==> src/rtl/core/dfa_pkg.sv <==
// Shared types and codes for the table-driven word recognizer.
// Used by dfa_scan, dfa_word_recognizer and dfa_checker; depends on nothing.
package dfa_pkg;

	localparam logic [1:0] OP_LOAD   = 2'd0;
	localparam logic [1:0] OP_SYMBOL = 2'd1;
	localparam logic [1:0] OP_END    = 2'd2;

	localparam logic [1:0] CFG_START_STATE = 2'd0;
	localparam logic [1:0] CFG_ACCEPT_MASK = 2'd1;
	localparam logic [1:0] CFG_RULE_COUNT  = 2'd2;

	localparam int STATE_W = 4;
	localparam int SYM_W   = 8;
	localparam int CFG_W   = 16;

	typedef struct packed {
		logic [1:0]         op;
		logic [5:0]         rule_slot;
		logic [STATE_W-1:0] rule_from;
		logic [SYM_W-1:0]   rule_symbol;
		logic [STATE_W-1:0] rule_to;
		logic [SYM_W-1:0]   symbol;
	} cmd_t;

	typedef struct packed {
		logic               accepted;
		logic [STATE_W-1:0] final_state;
	} result_t;

	// One rule table entry: from[15:12], symbol[11:4], to[3:0].
	typedef struct packed {
		logic [STATE_W-1:0] from_state;
		logic [SYM_W-1:0]   symbol;
		logic [STATE_W-1:0] to_state;
	} rule_t;

	typedef struct packed {
		logic               go;
		logic [SYM_W-1:0]   symbol;
		logic [STATE_W-1:0] from_state;
	} scan_req_t;

	typedef struct packed {
		logic               done;
		logic               hit;
		logic [STATE_W-1:0] to_state;
	} scan_rsp_t;

endpackage

==> src/rtl/core/dfa_ram.sv <==
// Generic single-port-write, single-port-read RAM with registered read data.
// Stand-alone; no package needed.
module dfa_ram #(
	parameter int WIDTH = 16,
	parameter int DEPTH = 64,
	localparam int AW = (DEPTH > 1) ? $clog2(DEPTH) : 1
) (
	input  logic             clk,
	input  logic             we,
	input  logic [AW-1:0]    waddr,
	input  logic [WIDTH-1:0] wdata,
	input  logic             re,
	input  logic [AW-1:0]    raddr,
	output logic [WIDTH-1:0] rdata
);

	logic [WIDTH-1:0] mem_q [DEPTH];

	always_ff @(posedge clk) begin
		if (we) begin
			mem_q[waddr] <= wdata;
		end
		if (re) begin
			rdata <= mem_q[raddr];
		end
	end

endmodule

==> src/rtl/core/dfa_scan.sv <==
// Rule scan sequencer: walks the rule table one entry a cycle and reports the first match.
// Depends on dfa_pkg; drives the read port of a dfa_ram owned by the top level.
module dfa_scan #(
	parameter int AW = 6,
	parameter int CW = 7
) (
	input  logic                clk,
	input  logic                arst_n,
	input  dfa_pkg::scan_req_t  req,
	input  logic [CW-1:0]       limit,
	output logic                rd_en,
	output logic [AW-1:0]       rd_addr,
	input  dfa_pkg::rule_t      rd_data,
	output dfa_pkg::scan_rsp_t  rsp,
	output logic                busy
);

	typedef enum logic [1:0] {
		SC_IDLE = 2'b01,
		SC_RUN  = 2'b10
	} scan_state_t;

	scan_state_t                 state_q;
	logic [CW-1:0]               issue_q;
	logic                        chk_s1;
	logic [CW-1:0]               limit_q;
	logic [dfa_pkg::SYM_W-1:0]   sym_q;
	logic [dfa_pkg::STATE_W-1:0] from_q;
	dfa_pkg::scan_rsp_t          rsp_q;
	logic                        hit;

	always_comb begin
		rd_en   = (state_q == SC_RUN) && (issue_q < limit_q);
		rd_addr = issue_q[AW-1:0];
		hit     = chk_s1 && (rd_data.from_state == from_q) && (rd_data.symbol == sym_q);
	end

	// latch the request payload
	always_ff @(posedge clk) begin
		if (state_q == SC_IDLE && req.go) begin
			limit_q <= limit;
			sym_q   <= req.symbol;
			from_q  <= req.from_state;
		end
	end

	always_ff @(posedge clk or negedge arst_n) begin
		if (!arst_n) begin
			state_q <= SC_IDLE;
			issue_q <= '0;
			chk_s1  <= 1'b0;
			rsp_q   <= '0;
		end else begin
			rsp_q.done <= 1'b0;
			case (state_q)
				SC_IDLE: begin
					if (req.go) begin
						if (limit == '0) begin
							rsp_q.done <= 1'b1;
							rsp_q.hit  <= 1'b0;
						end else begin
							state_q <= SC_RUN;
							issue_q <= '0;
							chk_s1  <= 1'b0;
						end
					end
				end
				SC_RUN: begin
					chk_s1 <= rd_en;
					if (rd_en) begin
						issue_q <= issue_q + CW'(1);
					end
					if (hit) begin
						rsp_q.done     <= 1'b1;
						rsp_q.hit      <= 1'b1;
						rsp_q.to_state <= rd_data.to_state;
						state_q        <= SC_IDLE;
						chk_s1         <= 1'b0;
					end else if (chk_s1 && !rd_en) begin
						// last entry checked without a match
						rsp_q.done <= 1'b1;
						rsp_q.hit  <= 1'b0;
						state_q    <= SC_IDLE;
						chk_s1     <= 1'b0;
					end
				end
				default: begin
					state_q <= SC_IDLE;
				end
			endcase
		end
	end

	assign rsp  = rsp_q;
	assign busy = (state_q != SC_IDLE) || rsp_q.done;

endmodule

==> src/rtl/core/dfa_word_recognizer.sv <==
// Top level of the table-driven DFA word recognizer.
// Depends on dfa_pkg, dfa_ram and dfa_scan.
//
// Usage: issue a command by raising start while busy is low; the transfer
// happens on that rising edge. A rule load and a word end never raise busy.
// A word end is answered in the next cycle: done is high for exactly one
// cycle with result valid, and the receiver cannot hold it off, so capture it
// then. A symbol for a live word holds busy high while the rule table is
// scanned through its single read port, one entry per cycle: a symbol that
// matches at entry k stops the scan there, a symbol with no match scans all
// n entries where n = min(rule_count, MAX_RULES), a symbol with n = 0 is
// answered without a scan, and a symbol after the word has died is dropped
// without raising busy. The worst case is a scan of all n entries.
// Write configuration only while idle; start_state takes effect at the next
// word end. Rule table entries are undefined until loaded, so load every
// entry below rule_count before feeding symbols. There is no clearing pass.
module dfa_word_recognizer #(
	parameter int MAX_RULES  = 64,
	parameter int NUM_STATES = 16
) (
	input  logic                      clk,
	input  logic                      arst_n,
	input  logic                      start,
	output logic                      busy,
	input  dfa_pkg::cmd_t             cmd,
	output logic                      done,
	output dfa_pkg::result_t          result,
	input  logic                      cfg_we,
	input  logic [1:0]                cfg_index,
	input  logic [dfa_pkg::CFG_W-1:0] cfg_data
);

	localparam int AW = (MAX_RULES > 1) ? $clog2(MAX_RULES) : 1;
	localparam int CW = $clog2(MAX_RULES + 1);
	localparam int SW = (AW > 6) ? AW : 6;
	localparam int LW = (CW > 7) ? CW : 7;

	// configuration registers
	logic [dfa_pkg::STATE_W-1:0] start_state_q;
	logic [15:0]                 accept_mask_q;
	logic [6:0]                  rule_count_q;

	// word state
	logic [dfa_pkg::STATE_W-1:0] cur_q;
	logic                        dead_q;

	// result register
	logic                        done_q;
	dfa_pkg::result_t            result_q;

	logic                        take;
	logic                        scan_busy;
	logic                        ram_we;
	logic [SW-1:0]               slot_w;
	logic [LW-1:0]               rc_w;
	logic [CW-1:0]               limit;
	logic                        rd_en;
	logic [AW-1:0]               rd_addr;
	logic [15:0]                 rd_raw;
	dfa_pkg::rule_t              rd_rule;
	dfa_pkg::rule_t              wr_rule;
	dfa_pkg::scan_req_t          req;
	dfa_pkg::scan_rsp_t          rsp;
	logic                        state_ok;

	assign busy = scan_busy;
	assign take = start && !scan_busy;

	// Rule loads: drop a slot beyond the table depth.
	always_comb begin
		slot_w             = SW'(cmd.rule_slot);
		wr_rule.from_state = cmd.rule_from;
		wr_rule.symbol     = cmd.rule_symbol;
		wr_rule.to_state   = cmd.rule_to;
		ram_we             = take && (cmd.op == dfa_pkg::OP_LOAD) &&
		                     ({26'd0, cmd.rule_slot} < 32'(MAX_RULES));
	end

	// Clamp the scan length to the table depth.
	always_comb begin
		rc_w  = LW'(rule_count_q);
		limit = (rc_w > LW'(MAX_RULES)) ? CW'(MAX_RULES) : CW'(rc_w);
	end

	// Launch a scan only for a live word; a dead word ignores further symbols.
	always_comb begin
		req.go         = take && (cmd.op == dfa_pkg::OP_SYMBOL) && !dead_q;
		req.symbol     = cmd.symbol;
		req.from_state = cur_q;
	end

	dfa_ram #(
		.WIDTH(16),
		.DEPTH(MAX_RULES)
	) u_rules (
		.clk  (clk),
		.we   (ram_we),
		.waddr(slot_w[AW-1:0]),
		.wdata(wr_rule),
		.re   (rd_en),
		.raddr(rd_addr),
		.rdata(rd_raw)
	);

	assign rd_rule = rd_raw;

	dfa_scan #(
		.AW(AW),
		.CW(CW)
	) u_scan (
		.clk    (clk),
		.arst_n (arst_n),
		.req    (req),
		.limit  (limit),
		.rd_en  (rd_en),
		.rd_addr(rd_addr),
		.rd_data(rd_rule),
		.rsp    (rsp),
		.busy   (scan_busy)
	);

	// States outside the configured range never accept.
	assign state_ok = ({28'd0, cur_q} < 32'(NUM_STATES)) && accept_mask_q[cur_q];

	// Configuration writes; an index beyond the list is ignored.
	always_ff @(posedge clk or negedge arst_n) begin
		if (!arst_n) begin
			start_state_q <= '0;
			accept_mask_q <= '0;
			rule_count_q  <= '0;
		end else if (cfg_we) begin
			case (cfg_index)
				dfa_pkg::CFG_START_STATE: start_state_q <= cfg_data[dfa_pkg::STATE_W-1:0];
				dfa_pkg::CFG_ACCEPT_MASK: accept_mask_q <= cfg_data;
				dfa_pkg::CFG_RULE_COUNT:  rule_count_q  <= cfg_data[6:0];
				default: begin
				end
			endcase
		end
	end

	// Word state: advance on a scan response, report and restart on word end.
	// A word end is only taken while the scanner is idle, so the two never meet.
	always_ff @(posedge clk or negedge arst_n) begin
		if (!arst_n) begin
			cur_q  <= '0;
			dead_q <= 1'b0;
			done_q <= 1'b0;
		end else begin
			done_q <= 1'b0;
			if (rsp.done) begin
				if (rsp.hit) begin
					cur_q <= rsp.to_state;
				end else begin
					dead_q <= 1'b1;
				end
			end
			if (take && (cmd.op == dfa_pkg::OP_END)) begin
				done_q <= 1'b1;
				cur_q  <= start_state_q;
				dead_q <= 1'b0;
			end
		end
	end

	// Result payload: hold until the next word end.
	always_ff @(posedge clk) begin
		if (take && (cmd.op == dfa_pkg::OP_END)) begin
			result_q.accepted    <= !dead_q && state_ok;
			result_q.final_state <= cur_q;
		end
	end

	assign done   = done_q;
	assign result = result_q;

endmodule

==> config.mk <==
export PLATFORM = sky130hd
export DESIGN_NAME = dfa_word_recognizer
export DESIGN_NICKNAME = d
export VERILOG_FILES = /design/src/rtl/core/dfa_pkg.sv /design/src/rtl/core/dfa_ram.sv /design/src/rtl/core/dfa_scan.sv /design/src/rtl/core/dfa_word_recognizer.sv
export SDC_FILE = /design/constraint.sdc
export NUM_CORES = 1
export LEC_CHECK = 0
export CAP_MARGIN = 30
export CORE_UTILIZATION = 63
export DETAILED_ROUTE_END_ITERATION = 8
export DONT_BUFFER_PORTS = 1
export PLACE_DENSITY_LB_ADDON = 0.05
export RECOVER_POWER = 25
export SLEW_MARGIN = 20
export SYNTH_ARGS = -nofsm -noshare
export SYNTH_HDL_FRONTEND = slang
export SYNTH_SLANG_ARGS = --single-unit
==> constraint.sdc <==
create_clock -name clk -period 3.8 [get_ports clk]
set_input_delay 0.76 -clock clk [delete_from_list [all_inputs] [get_ports clk]]
set_output_delay 0.76 -clock clk [all_outputs]
set_load 0.01 [all_outputs]
==> impl_metrics.csv, run 1 <==
group,metric,value,unit
status,outcome,"finished, final reports clean",
yosys,syn_inst,2034,
worst_setup_path,rr_worst_depth,6,
clock_network,path_clk_slew,0.06,ns
routing,drtIter0Drc,2296,
clock_network,cts.sinks,1113,
clock_network,clockBufferDepth,3,
worst_setup_path,crit_path_end,"u_rules.rdata[7]",
floorplan,die_width,264.7,um
routing,drc,0,
yosys,async_flop_share,4.403,%
routing,wl_per_cell,32.41,um
yosys,synth_edf_count,1064,
clock_network,htreeDepth,3,
global_routing,grt_pass1_wl,146900,um
global_routing,grt_usage,29.75,%
floorplan,core_area,67750,um^2
floorplan,initial_utilization,64.18,%
routing,drt-vias-per-instance,6.736,
sta,fin_crit,3.232,ns
sta,tns,0,ns
finish,drive_gt1_share,25.55,%
yosys,synth.ff_latch_count,1113,
finish,area_growth,11.24,%
yosys,synth-simple-area-share,3.188,%
worst_setup_path,reg2reg_slack,0.57,ns
finish,finalNetCount,2221,
yosys,yosysUniqueCellTypes,57,
power_and_ir_drop,irDropWorstVdd,0.5293,mV
sta,setup_viol,0,
floorplan,dieArea,70070,um^2
worst_setup_path,cp_data_required_time,4.33,ns
sta,slew_headroom,36.77,%
finish,final_common_cell,"edfxtp_1",
global_routing,grt_antenna_before_repair,5,
place,io_buffers,0,
place,dp.final_hpwl,58180,um
global_routing,grt_pass1_vias,21240,
sta,finalCritPeriodShare,85.05,%
worst_setup_path,r2r_start,"u_scan.issue_q[3]",
floorplan,die_h,264.7,um
yosys,synth_top_flop_cell,"edfxtp_1",
worst_setup_path,critPathLaunch,"u_scan.issue_q[3]",
worst_setup_path,critPathArrivalTime,3.76,ns
global_routing,overflow,0,
global_routing,grt_max_degree,78,
yosys,synthMuxAreaShare,15.80,%
power_and_ir_drop,powerDensity,586.7,nW/um^2
yosys,synth_fp_nets,2097,
sta,rsz0062_at_grt,"no",
yosys,synth_compound_area_share,2.475,%
worst_setup_path,startpoint_type,"flop",
yosys,avgSynthCellArea,21.38,um^2
worst_setup_path,r2r_end,"u_rules.rdata[7]",
yosys,synth_xor_area_share,0.3223,%
yosys,ys_warn_count,0,
place,post_dp_cell_area,44890,um^2
clock_network,cts-root-buf,"clkbuf_16",
sta,drv_slew,0,
flow_run,cap_violations,0,
clock_network,worstSkewPairLatency,0.67,ns
sta,hold_viol_final,0,
sta,tightest_slew,0.9412,ns
finish,final_cell_mix,"1064 x edfxtp_1, 257 x mux4_2, 112 x nor2_1, 112 x clkbuf_16, 100 x buf_4",
yosys,synth_area,43480,um^2
routing,drtPass1Iterations,5,
sta,max_freq,309.4,MHz
floorplan,pin_count,61,
finish,final_area,48370,um^2
clock_network,numCtsBuffers,109,
finish,final_cells,3123,
place,gp_congestion,0.8436,
yosys,synth-seq-area-share,76.31,%
place,dp.cells,2918,
worst_hold_path,hold_class,"input port to flop",
yosys,yosys.area_share.adder,0.2590,%
sta,fin_skew,0.02478,ns
yosys,synth_top_family_by_area,"multiplexers",
worst_setup_path,path_class,"flop to flop",
power_and_ir_drop,leakage,14.97,nW
worst_setup_path,end_kind,"flop",
routing,vias,21040,
clock_network,cts_tree,"yes",
routing,postRouteAntennaNets,0,
floorplan,num_rows,95,
routing,wirelength,101200,um
worst_setup_path,path_max_fanout,27,
[power breakdown]
part | internal, mW | switching [mW]
Clock | 5.94 | 4.39
Combinational | 2.16 | 1.98
Sequential | 13.7 | 0.260
[synthesized netlist by cell type (4+ instances only)]
master	n	area share, %
buf_4	27	0.47
o22ai_1	6	0.086
mux2_2	31	0.80
a22oi_1	26	0.45
a31oi_1	11	0.16
a2111oi_1	10	0.23
buf_8	4	0.14
nor3_1	8	0.092
nor2_1	112	0.97
nor2b_4	5	0.16
buf_1	6	0.052
nand2b_1	6	0.086
edfxtp_1	1064	73
a211oi_1	43	0.74
o21ai_1	4	0.046
nand4_1	4	0.058
buf_12	4	0.18
dfrtp_1	48	2.8
o21ai_0	12	0.14
nand3_1	26	0.30
nor2b_1	49	0.71
clkbuf_1	25	0.22
nand2_1	41	0.35
xnor2_1	15	0.30
mux2i_1	73	1.7
a2111oi_2	4	0.14
a21oi_1	20	0.23
nand3b_1	6	0.10
mux4_2	257	13
ha_1	9	0.26
buf_6	7	0.18
buf_2	27	0.31
inv_1	11	0.095
[cell type report]
cell class              count  area [um^2]
flip-flops and latches   1113        33190
fillers                  4046        19380
multi-input cells         809         9588
clock buffers             134         2905
well taps                 873         1092
repair buffers            114         1013
clock inverters            66        530.5
inverters                  11        41.29
diodes                      3        7.507
[how the worst min path moves through the flow]
stage	from	slack (ns)	to	cells past startpoint
after floorplan	cur_q[0]	0.44	result[0]	0
final	cmd[6]	0.19	u_scan.sym_q[6]	0
after CTS	cmd[16]	0.16	u_rules.mem_q[53][8]	0
after detailed placement	arst_n	0.47	accept_mask_q[12]	0
after global placement	start_state_q[2]	0.46	cur_q[2]	2
after global routing	cmd[6]	0.16	u_scan.sym_q[6]	0
[worst max-delay path, cell delays in order, from the launching register on]
cell	delay (ns)
dfrtp_2	0.58
buf_4	0.59
and2_0	0.62
a22oi_1	0.27
a21oi_1	0.77
o21ai_1	0.16
nand2_1	0.11
[logic make-up (layout without fill, tap and decap cells)]
logic type / after synthesis / in the layout
and+or+nand+nor: 276 / 276
AOI/OAI and AO/OA: 147 / 147
DFF: 1113 / 1113
xor gates and xnor gates: 16 / 16
buffers and inverters: 112 / 325
other: 0 / 3
muxes: 361 / 361
adders and majority gates: 9 / 9
[metrics by stage]
| step | power [mW] | hold WS, ns | setup WS, ns | util [%] |
|---|---|---|---|---|
| floorplan | 17.38 | 0.4402 | 0.7426 | - |
| global placement | 18.29 | 0.4623 | 0.3154 | 66.25 |
| detailed placement | 18.32 | 0.4654 | 0.5520 | 66.25 |
| CTS | 28.57 | 0.1621 | 0.5249 | 71.38 |
| global route | 29.23 | 0.1561 | 0.4380 | 71.38 |
| finish | 28.38 | 0.1920 | 0.5682 | 71.39 |
[per-layer routing]
| layer | wire (um) | global-route usage [%] | vias up |
|---|---|---|---|
| li1 | - | - | 8685 |
| met1 | 39900 | 42.23 | 11150 |
| met2 | 50090 | 48.01 | 1045 |
| met3 | 8713 | 6.400 | 154 |
| met4 | 2481 | 7.624 | 2 |
| met5 | 13 | 0 | - |
[flip-flops by register name (all words and copies together), names as in the netlist]
signal,count
u_scan.issue_q,7
done,1
u_scan.chk_s1,1
u_scan.sym_q,8
u_scan.limit_q,7
u_scan.from_q,4
result,5
u_scan.state_q,2
u_scan.rsp,6
rc_w,7
u_rules.mem_q,1024
cur_q,4
accept_mask_q,16
start_state_q,4
u_rules.rdata,16
dead_q,1
[repair_timing]
item,CTS,global route
buffers inserted,0,0
gates resized for setup,0,0
hold buffers,2,0
hold endpoints to repair,49,0
(Power assumes the default switching activity.)
==> run 2: changes to the inputs <==
- SYNTH_HIERARCHICAL: default -> 1
==> run 2 against run 1 <==
Sequential share of layout area decreased by 0.23 points; combinational power fell by 82%; wire length down 0.87%; synthesized area rose by 0.28%; die area up 0.28%; design area increased by 0.33%; sequential power is essentially flat; critical endpoint is now u_rules/mem_q[42][7].
==> impl_metrics.csv, run 2 <==
group,metric,value,unit
floorplan,num_rows,96,
flow_run,cap_violations,0,
worst_setup_path,path_max_fanout,16,
status,outcome,"finished, final reports clean",
sta,tightest_slew,0.8832,ns
place,dp.final_hpwl,60570,um
power_and_ir_drop,combPwrFrac,3.0,%
yosys,synth.most_common_cell,"edfxtp_1",
floorplan,pin_count,61,
routing,wl_per_cell,31.02,um
place,post_dp_cell_area,45100,um^2
yosys,synth_edf_count,1064,
worst_setup_path,path_class,"flop to flop",
worst_setup_path,startpoint_type,"flop",
routing,wirelength,100300,um
yosys,synth_area,43600,um^2
clock_network,path_clk_slew,0.06,ns
worst_hold_path,hold_class,"input port to flop",
routing,drtIter0Drc,2536,
finish,area_growth,11.30,%
global_routing,grt_pass1_wl,145700,um
worst_setup_path,cp_num_buf_inv,2,
yosys,avgSynthCellArea,20.90,um^2
routing,postRouteAntennaNets,0,
sta,max_freq,281.9,MHz
finish,final_cell_mix,"1064 x edfxtp_1, 221 x mux4_2, 119 x buf_4",
yosys,async_flop_share,4.403,%
floorplan,initial_utilization,63.57,%
worst_setup_path,reg2reg_slack,0.25,ns
power_and_ir_drop,irDropWorstVdd,0.4592,mV
yosys,synth-seq-area-share,76.09,%
finish,final_common_cell,"edfxtp_1",
clock_network,cts_resized,0,
yosys,yosysUniqueCellTypes,70,
global_routing,grt_usage,29.41,%
sta,drv_slew,0,
floorplan,die_width,265.1,um
power_and_ir_drop,p_sw,4.933,mW
worst_setup_path,cp_data_required_time,4.14,ns
global_routing,overflow,0,
worst_setup_path,path_cells,"ha_1 -> nand2b_1 -> or3b_2 -> nor2_1 -> buf_4 -> nor2b_1 -> nand2_1 -> nor2_1 -> buf_4",
clock_network,clockBufferDepth,3,
clock_network,hold_buffers,2,
yosys,synth_top_area_share,73.28,%
power_and_ir_drop,swShare,19.95,%
yosys,ys_warn_count,6,
place,io_buffers,0,
worst_setup_path,worst_path_max_delay_cell,"dfstp_2",
clock_network,numCtsBuffers,108,
routing,drtPass1Iterations,8,
power_and_ir_drop,total_power,24.73,mW
sta,fin_crit,3.548,ns
sta,hold_viol_final,0,
yosys,synthTopCellsByCount,"1064 x edfxtp_1, 221 x mux4_2, 92 x mux2i_1",
clock_network,cts-root-buf,"clkbuf_16",
yosys,synth.ff_latch_count,1113,
sta,finalCritPeriodShare,93.36,%
sta,slew_headroom,40.85,%
power_and_ir_drop,leakage,15.08,nW
clock_network,worstSkewPairLatency,0.67,ns
finish,reg_top3,"u_rules/mem_q: 1024 flops, accept_mask_q: 16 flops, u_rules/rdata: 16 flops",
worst_setup_path,end_kind,"flop",
yosys,synth_fp_nets,2149,
routing,drc,0,
worst_setup_path,cp_top_family,"simple AND/OR/NAND/NOR gates",
global_routing,grt_antenna_before_repair,2,
sta,setup_viol,0,
sta,rsz0062_at_grt,"no",
power_and_ir_drop,clockPowerShare,41.3,%
routing,vias,21260,
sta,tns,0,ns
worst_setup_path,slowest_delay,0.53,ns
finish,largest_register_ffs,1024,
yosys,ys_top_cells_by_area,"edfxtp_1 73%, mux4_2 11%, dfrtp_1 2.8%",
clock_network,cts_setup_buffers,0,
power_and_ir_drop,powerDensity,509.6,nW/um^2
routing,drt-vias-per-instance,6.573,
yosys,synth_top_cell_by_area,"edfxtp_1",
finish,drive_gt1_share,25.54,%
global_routing,grt_pass1_vias,21400,
yosys,synth_top_flop_cell,"edfxtp_1",
floorplan,die_h,265.1,um
floorplan,dieArea,70260,um^2
floorplan,core_area,68590,um^2
clock_network,htreeDepth,3,
sta,fin_skew,0.02151,ns
power_and_ir_drop,internal-power,19.80,mW
yosys,syn_inst,2086,
place,gp_congestion,0.9860,
global_routing,grt_max_degree,65,
worst_setup_path,critPathArrivalTime,3.88,ns
finish,finalNetCount,2276,
finish,largest-register,"u_rules/mem_q",
finish,final_area,48530,um^2
power_and_ir_drop,seqPwrFrac,55.7,%
clock_network,cts_tree,"yes",
clock_network,cts.sinks,1113,
## run 2: stage by stage
step,worst slack (ns),util [%],std cells,hold slack [ns]
4_1_cts,0.2803,70.75,3233,0.1541
2_1_floorplan,0.1854,-,2086,0.4460
6_report,0.2523,70.76,3234,0.1863
3_5_place_dp,0.3078,65.76,3032,0.4651
3_3_place_gp,0.3729,65.76,3032,0.4653
5_1_grt,0.1264,70.75,3233,0.1541
## run 2: layout make-up
class                           instances  area, um^2
Tap cell                              931        1165
Inverter                               12       45.04
Sequential cell                      1113       33190
Fill cell                            4112       20060
Timing Repair Buffer                  132        1151
Antenna cell                            1       2.502
Clock inverter                         54       464.2
Clock buffer                          145        2923
Multi-Input combinational cell        846        9588
## run 2: per-layer routing
metal / wire length (um) / vias up / track usage, %
met2: 49120 / 1000 / 47.11
met4: 3303 / 0 / 9.670
met3: 8396 / 181 / 5.573
met1: 39500 / 11190 / 41.63
li1: - / 8890 / -
met5: 0 / - / 0
## run 2: worst paths after layout
| check | start | end | depth (start not counted) |
|---|---|---|---|
| setup / recovery | u_scan/state_q[0] | u_rules/mem_q[42][7] | 9 |
| hold / removal | cmd[19] | u_rules/mem_q[15][11] | 0 |
| setup reg to reg | u_scan/state_q[0] | u_rules/mem_q[42][7] | 9 |
| hold reg to reg | rc_w[0] | rc_w[0] | 1 |
| max in group asynchronous | arst_n | u_scan/state_q[0] | 2 |
| min in group asynchronous | arst_n | accept_mask_q[12] | 2 |
## run 2: cell families (layout without fill, tap and decap cells)
kind of cell    count (synthesis)  after routing  share of synthesized area (%)
compound gates                176            176                          2.967
xor+xnor                       12             12                         0.2410
fa+ha+maj                       9              9                         0.2583
buf+inv                       127            343                          1.954
flops                        1113           1113                          76.09
mux                           377            377                          15.35
other cells                     0              1                              0
simple gates                  272            272                          3.134
## run 2: power by group through the flow
stage,Sequential [mW],Clock (mW),Combinational (mW)
after floorplan,13.9,0,0.583
after global placement,14.0,0,0.698
after detailed placement,14.0,0,0.714
after CTS,13.8,10.4,0.734
after global routing,13.8,10.8,0.796
final,13.8,10.2,0.735
## run 2: worst reg2reg max path, cell delays in order, from the launching register on
cell and delay [ns]:
dfstp_2 0.53, ha_1 0.16, nand2b_1 0.17, or3b_2 0.53, nor2_1 0.23, buf_4 0.22, nor2b_1 0.27, nand2_1 0.49
nor2_1 0.32, buf_4 0.29
==> run 3: changes to the inputs <==
- GPL_TIMING_DRIVEN: default -> 0
- RECOVER_POWER: 25 -> 100
==> run 3 against run 2 <==
The run now ends with max-capacitance violations, max-slew violations, negative setup slack left; cell count grew 2.0%; first-iteration DRC count increased by 7.3%; worst hold slack better by 0.0045 ns; non-clock buffer count grew 64; sequential share of layout area shrank 1.2 points; critical endpoint is now u_rules/mem_q[25][3]; design area increased by 1.7%.
==> impl_metrics.csv, run 3 (synthesized netlist as in run 2, its figures left out) <==
group,metric,value,unit
clock_network,htreeDepth,3,
floorplan,core_area,68590,um^2
place,dp.cells,3079,
worst_setup_path,r2r_start,"u_scan/state_q[0]",
status,outcome,"complete, but fails checks",
global_routing,grt_pass1_wl,152600,um
worst_hold_path,hold_start,"cmd[13]",
worst_setup_path,slowest_delay,0.70,ns
floorplan,pin_count,61,
routing,wl_met2,51580,um
global_routing,grt_pass1_vias,22100,
worst_setup_path,rr_worst_depth,7,
routing,wl_per_cell,32.16,um
finish,drive_gt1_share,28.05,%
power_and_ir_drop,irDropWorstVdd,0.4169,mV
routing,drtIter0Drc,2722,
finish,multi_input_area,9811,um^2
worst_setup_path,worst_path_max_delay_cell,"nand3_1",
worst_setup_path,path_cells,"ha_1 -> nand2b_1 -> or3b_2 -> nor2_4 -> nand3_1 -> nor2_2 -> buf_8",
place,post_dp_cell_area,45710,um^2
place,io_buffers,0,
routing,drtPass1Iterations,6,
finish,regArea,33180,um^2
finish,largest_register_ffs,1024,
sta,hold_viol_final,0,
finish,reg_top3,"u_rules/mem_q: 1024 flops, accept_mask_q: 16 flops, u_rules/rdata: 16 flops",
worst_setup_path,cp_num_buf_inv,1,
sta,max_freq,257.9,MHz
routing,highest_layer,"met5",
clock_network,cts_tree,"yes",
clock_network,cts-root-buf,"clkbuf_16",
power_and_ir_drop,powerDensity,504.1,nW/um^2
power_and_ir_drop,leakage,15.37,nW
worst_hold_path,hold_class,"input port to flop",
worst_setup_path,critPathArrivalTime,4.24,ns
sta,fin_crit,3.878,ns
floorplan,num_rows,96,
flow_run,cap_violations,1,
sta,fin_skew,0.02359,ns
sta,setup_viol,51,
global_routing,overflow,0,
global_routing,grt_max_degree,65,
sta,rsz0062_at_grt,"yes",
place,dp.final_hpwl,69430,um
clock_network,cts.sinks,1113,
sta,fin_ws,-0.07774,ns
sta,drv_slew,50,
finish,final_util,71.99,%
floorplan,die_width,265.1,um
global_routing,grt_usage,31.00,%
worst_hold_path,whs_endpoint,"u_rules/mem_q[20][5]",
finish,final_common_cell,"edfxtp_1",
routing,postRouteAntennaNets,0,
routing,met1_length,40420,um
sta,finalCritPeriodShare,102.0,%
routing,wirelength,106100,um
worst_setup_path,path_class,"flop to flop",
floorplan,dieArea,70260,um^2
routing,met3WireLength,9979,um
worst_setup_path,cp_data_required_time,4.16,ns
worst_setup_path,cp_top_family,"simple AND/OR/NAND/NOR gates",
finish,area_growth,13.24,%
sta,whs,0.1908,ns
floorplan,die_h,265.1,um
finish,largest-register,"u_rules/mem_q",
worst_setup_path,startpoint_type,"flop",
sta,slew_headroom,-76.14,%
place,pre_cts_ws,-0.6954,ns
clock_network,numCtsBuffers,108,
routing,vias,22190,
finish,final_area,49380,um^2
finish,final_cell_mix,"1064 x edfxtp_1, 221 x mux4_2, 111 x clkbuf_16",
finish,fillers,4011,
clock_network,clockBufferDepth,3,
worst_setup_path,reg2reg_slack,-0.08,ns
clock_network,path_clk_slew,0.06,ns
worst_setup_path,end_kind,"flop",
worst_hold_path,min_delay_path_depth,0,
routing,drc,0,
worst_setup_path,path_max_fanout,10,
place,gp_congestion,0.9146,
finish,finalNetCount,2340,
floorplan,initial_utilization,63.57,%
sta,tightest_slew,2.642,ns
power_and_ir_drop,total_power,24.89,mW
worst_setup_path,r2r_end,"u_rules/mem_q[25][3]",
sta,tns,-1.839,ns
finish,final_cells,3299,
clock_network,worstSkewPairLatency,0.68,ns
global_routing,grt_antenna_before_repair,4,
routing,drt-vias-per-instance,6.726,
status,violations,"max-capacitance violations, max-slew violations, negative setup slack",
-- run 3: cell count changes in the layout (fill, tap and decap cells not counted), moves of 6 or more --
cell | before | now
buf_2 | 0 | 34
buf_4 | 119 | 30
buf_6 | 0 | 59
buf_8 | 0 | 19
clkbuf_1 | 30 | 46
clkbuf_2 | 0 | 6
clkinv_1 | 20 | 36
nor2_1 | 76 | 22
nor2_2 | 2 | 35
nor2_4 | 0 | 21
-- run 3: worst max-delay path by stage --
stage,from,to,slack (ns),depth (start not counted)
final,u_scan/state_q[0],u_rules/mem_q[25][3],-0.08,7
after floorplan,u_scan/state_q[0],u_rules/mem_q[48][0],0.19,7
after global placement,u_scan/state_q[0],u_rules/mem_q[37][1],-1.32,6
after detailed placement,u_scan/state_q[0],u_rules/mem_q[22][5],-0.70,8
after CTS,u_scan/state_q[0],u_rules/mem_q[62][5],-0.09,8
after global routing,u_scan/state_q[0],u_rules/mem_q[25][5],-0.13,7
-- run 3: where the power goes --
part / switching [mW] / internal, mW
registers: 0.117 / 13.6
logic: 0.455 / 0.331
clock network: 4.38 / 6.00
total: 4.95 / 19.9
-- run 3: cell type report --
type                       instances  share of cell area, %
antenna                            4                0.02027
buffer                           115                  1.594
clock buffer                     127                  5.767
clock inverter                    70                  1.216
inverter                          12                0.09122
multi-input combinational        846                  19.87
sequential                      1113                  67.19
tap                              931                  2.359
timing repair buffer              81                  1.888
-- run 3: timing repair --
| item | 4_1_cts | 5_1_grt |
|---|---|---|
| setup endpoints to repair | 930 | 374 |
| pin swaps | 8 | 0 |
| setup buffers | 16 | 0 |
| hold endpoints to repair | 49 | 0 |
| gates resized for setup | 19 | 9 |
| hold buffers | 2 | 0 |
-- run 3: worst register-to-register path, delay by kind of cell, from the launching register on --
family                   cells  cell delay, ns
AND/OR/NAND/NOR              5            2.47
flip-flops                   1            0.53
adder cells (fa/ha/maj)      1            0.34
buffers and inverters        1            0.23
-- run 3: routing by layer --
metal / GRT usage (%) / vias to the layer above
met5: 0 / -
met2: 49.18 / 1152
li1: - / 9033
met3: 6.564 / 222
met4: 11.51 / 2
met1: 43.22 / 11780
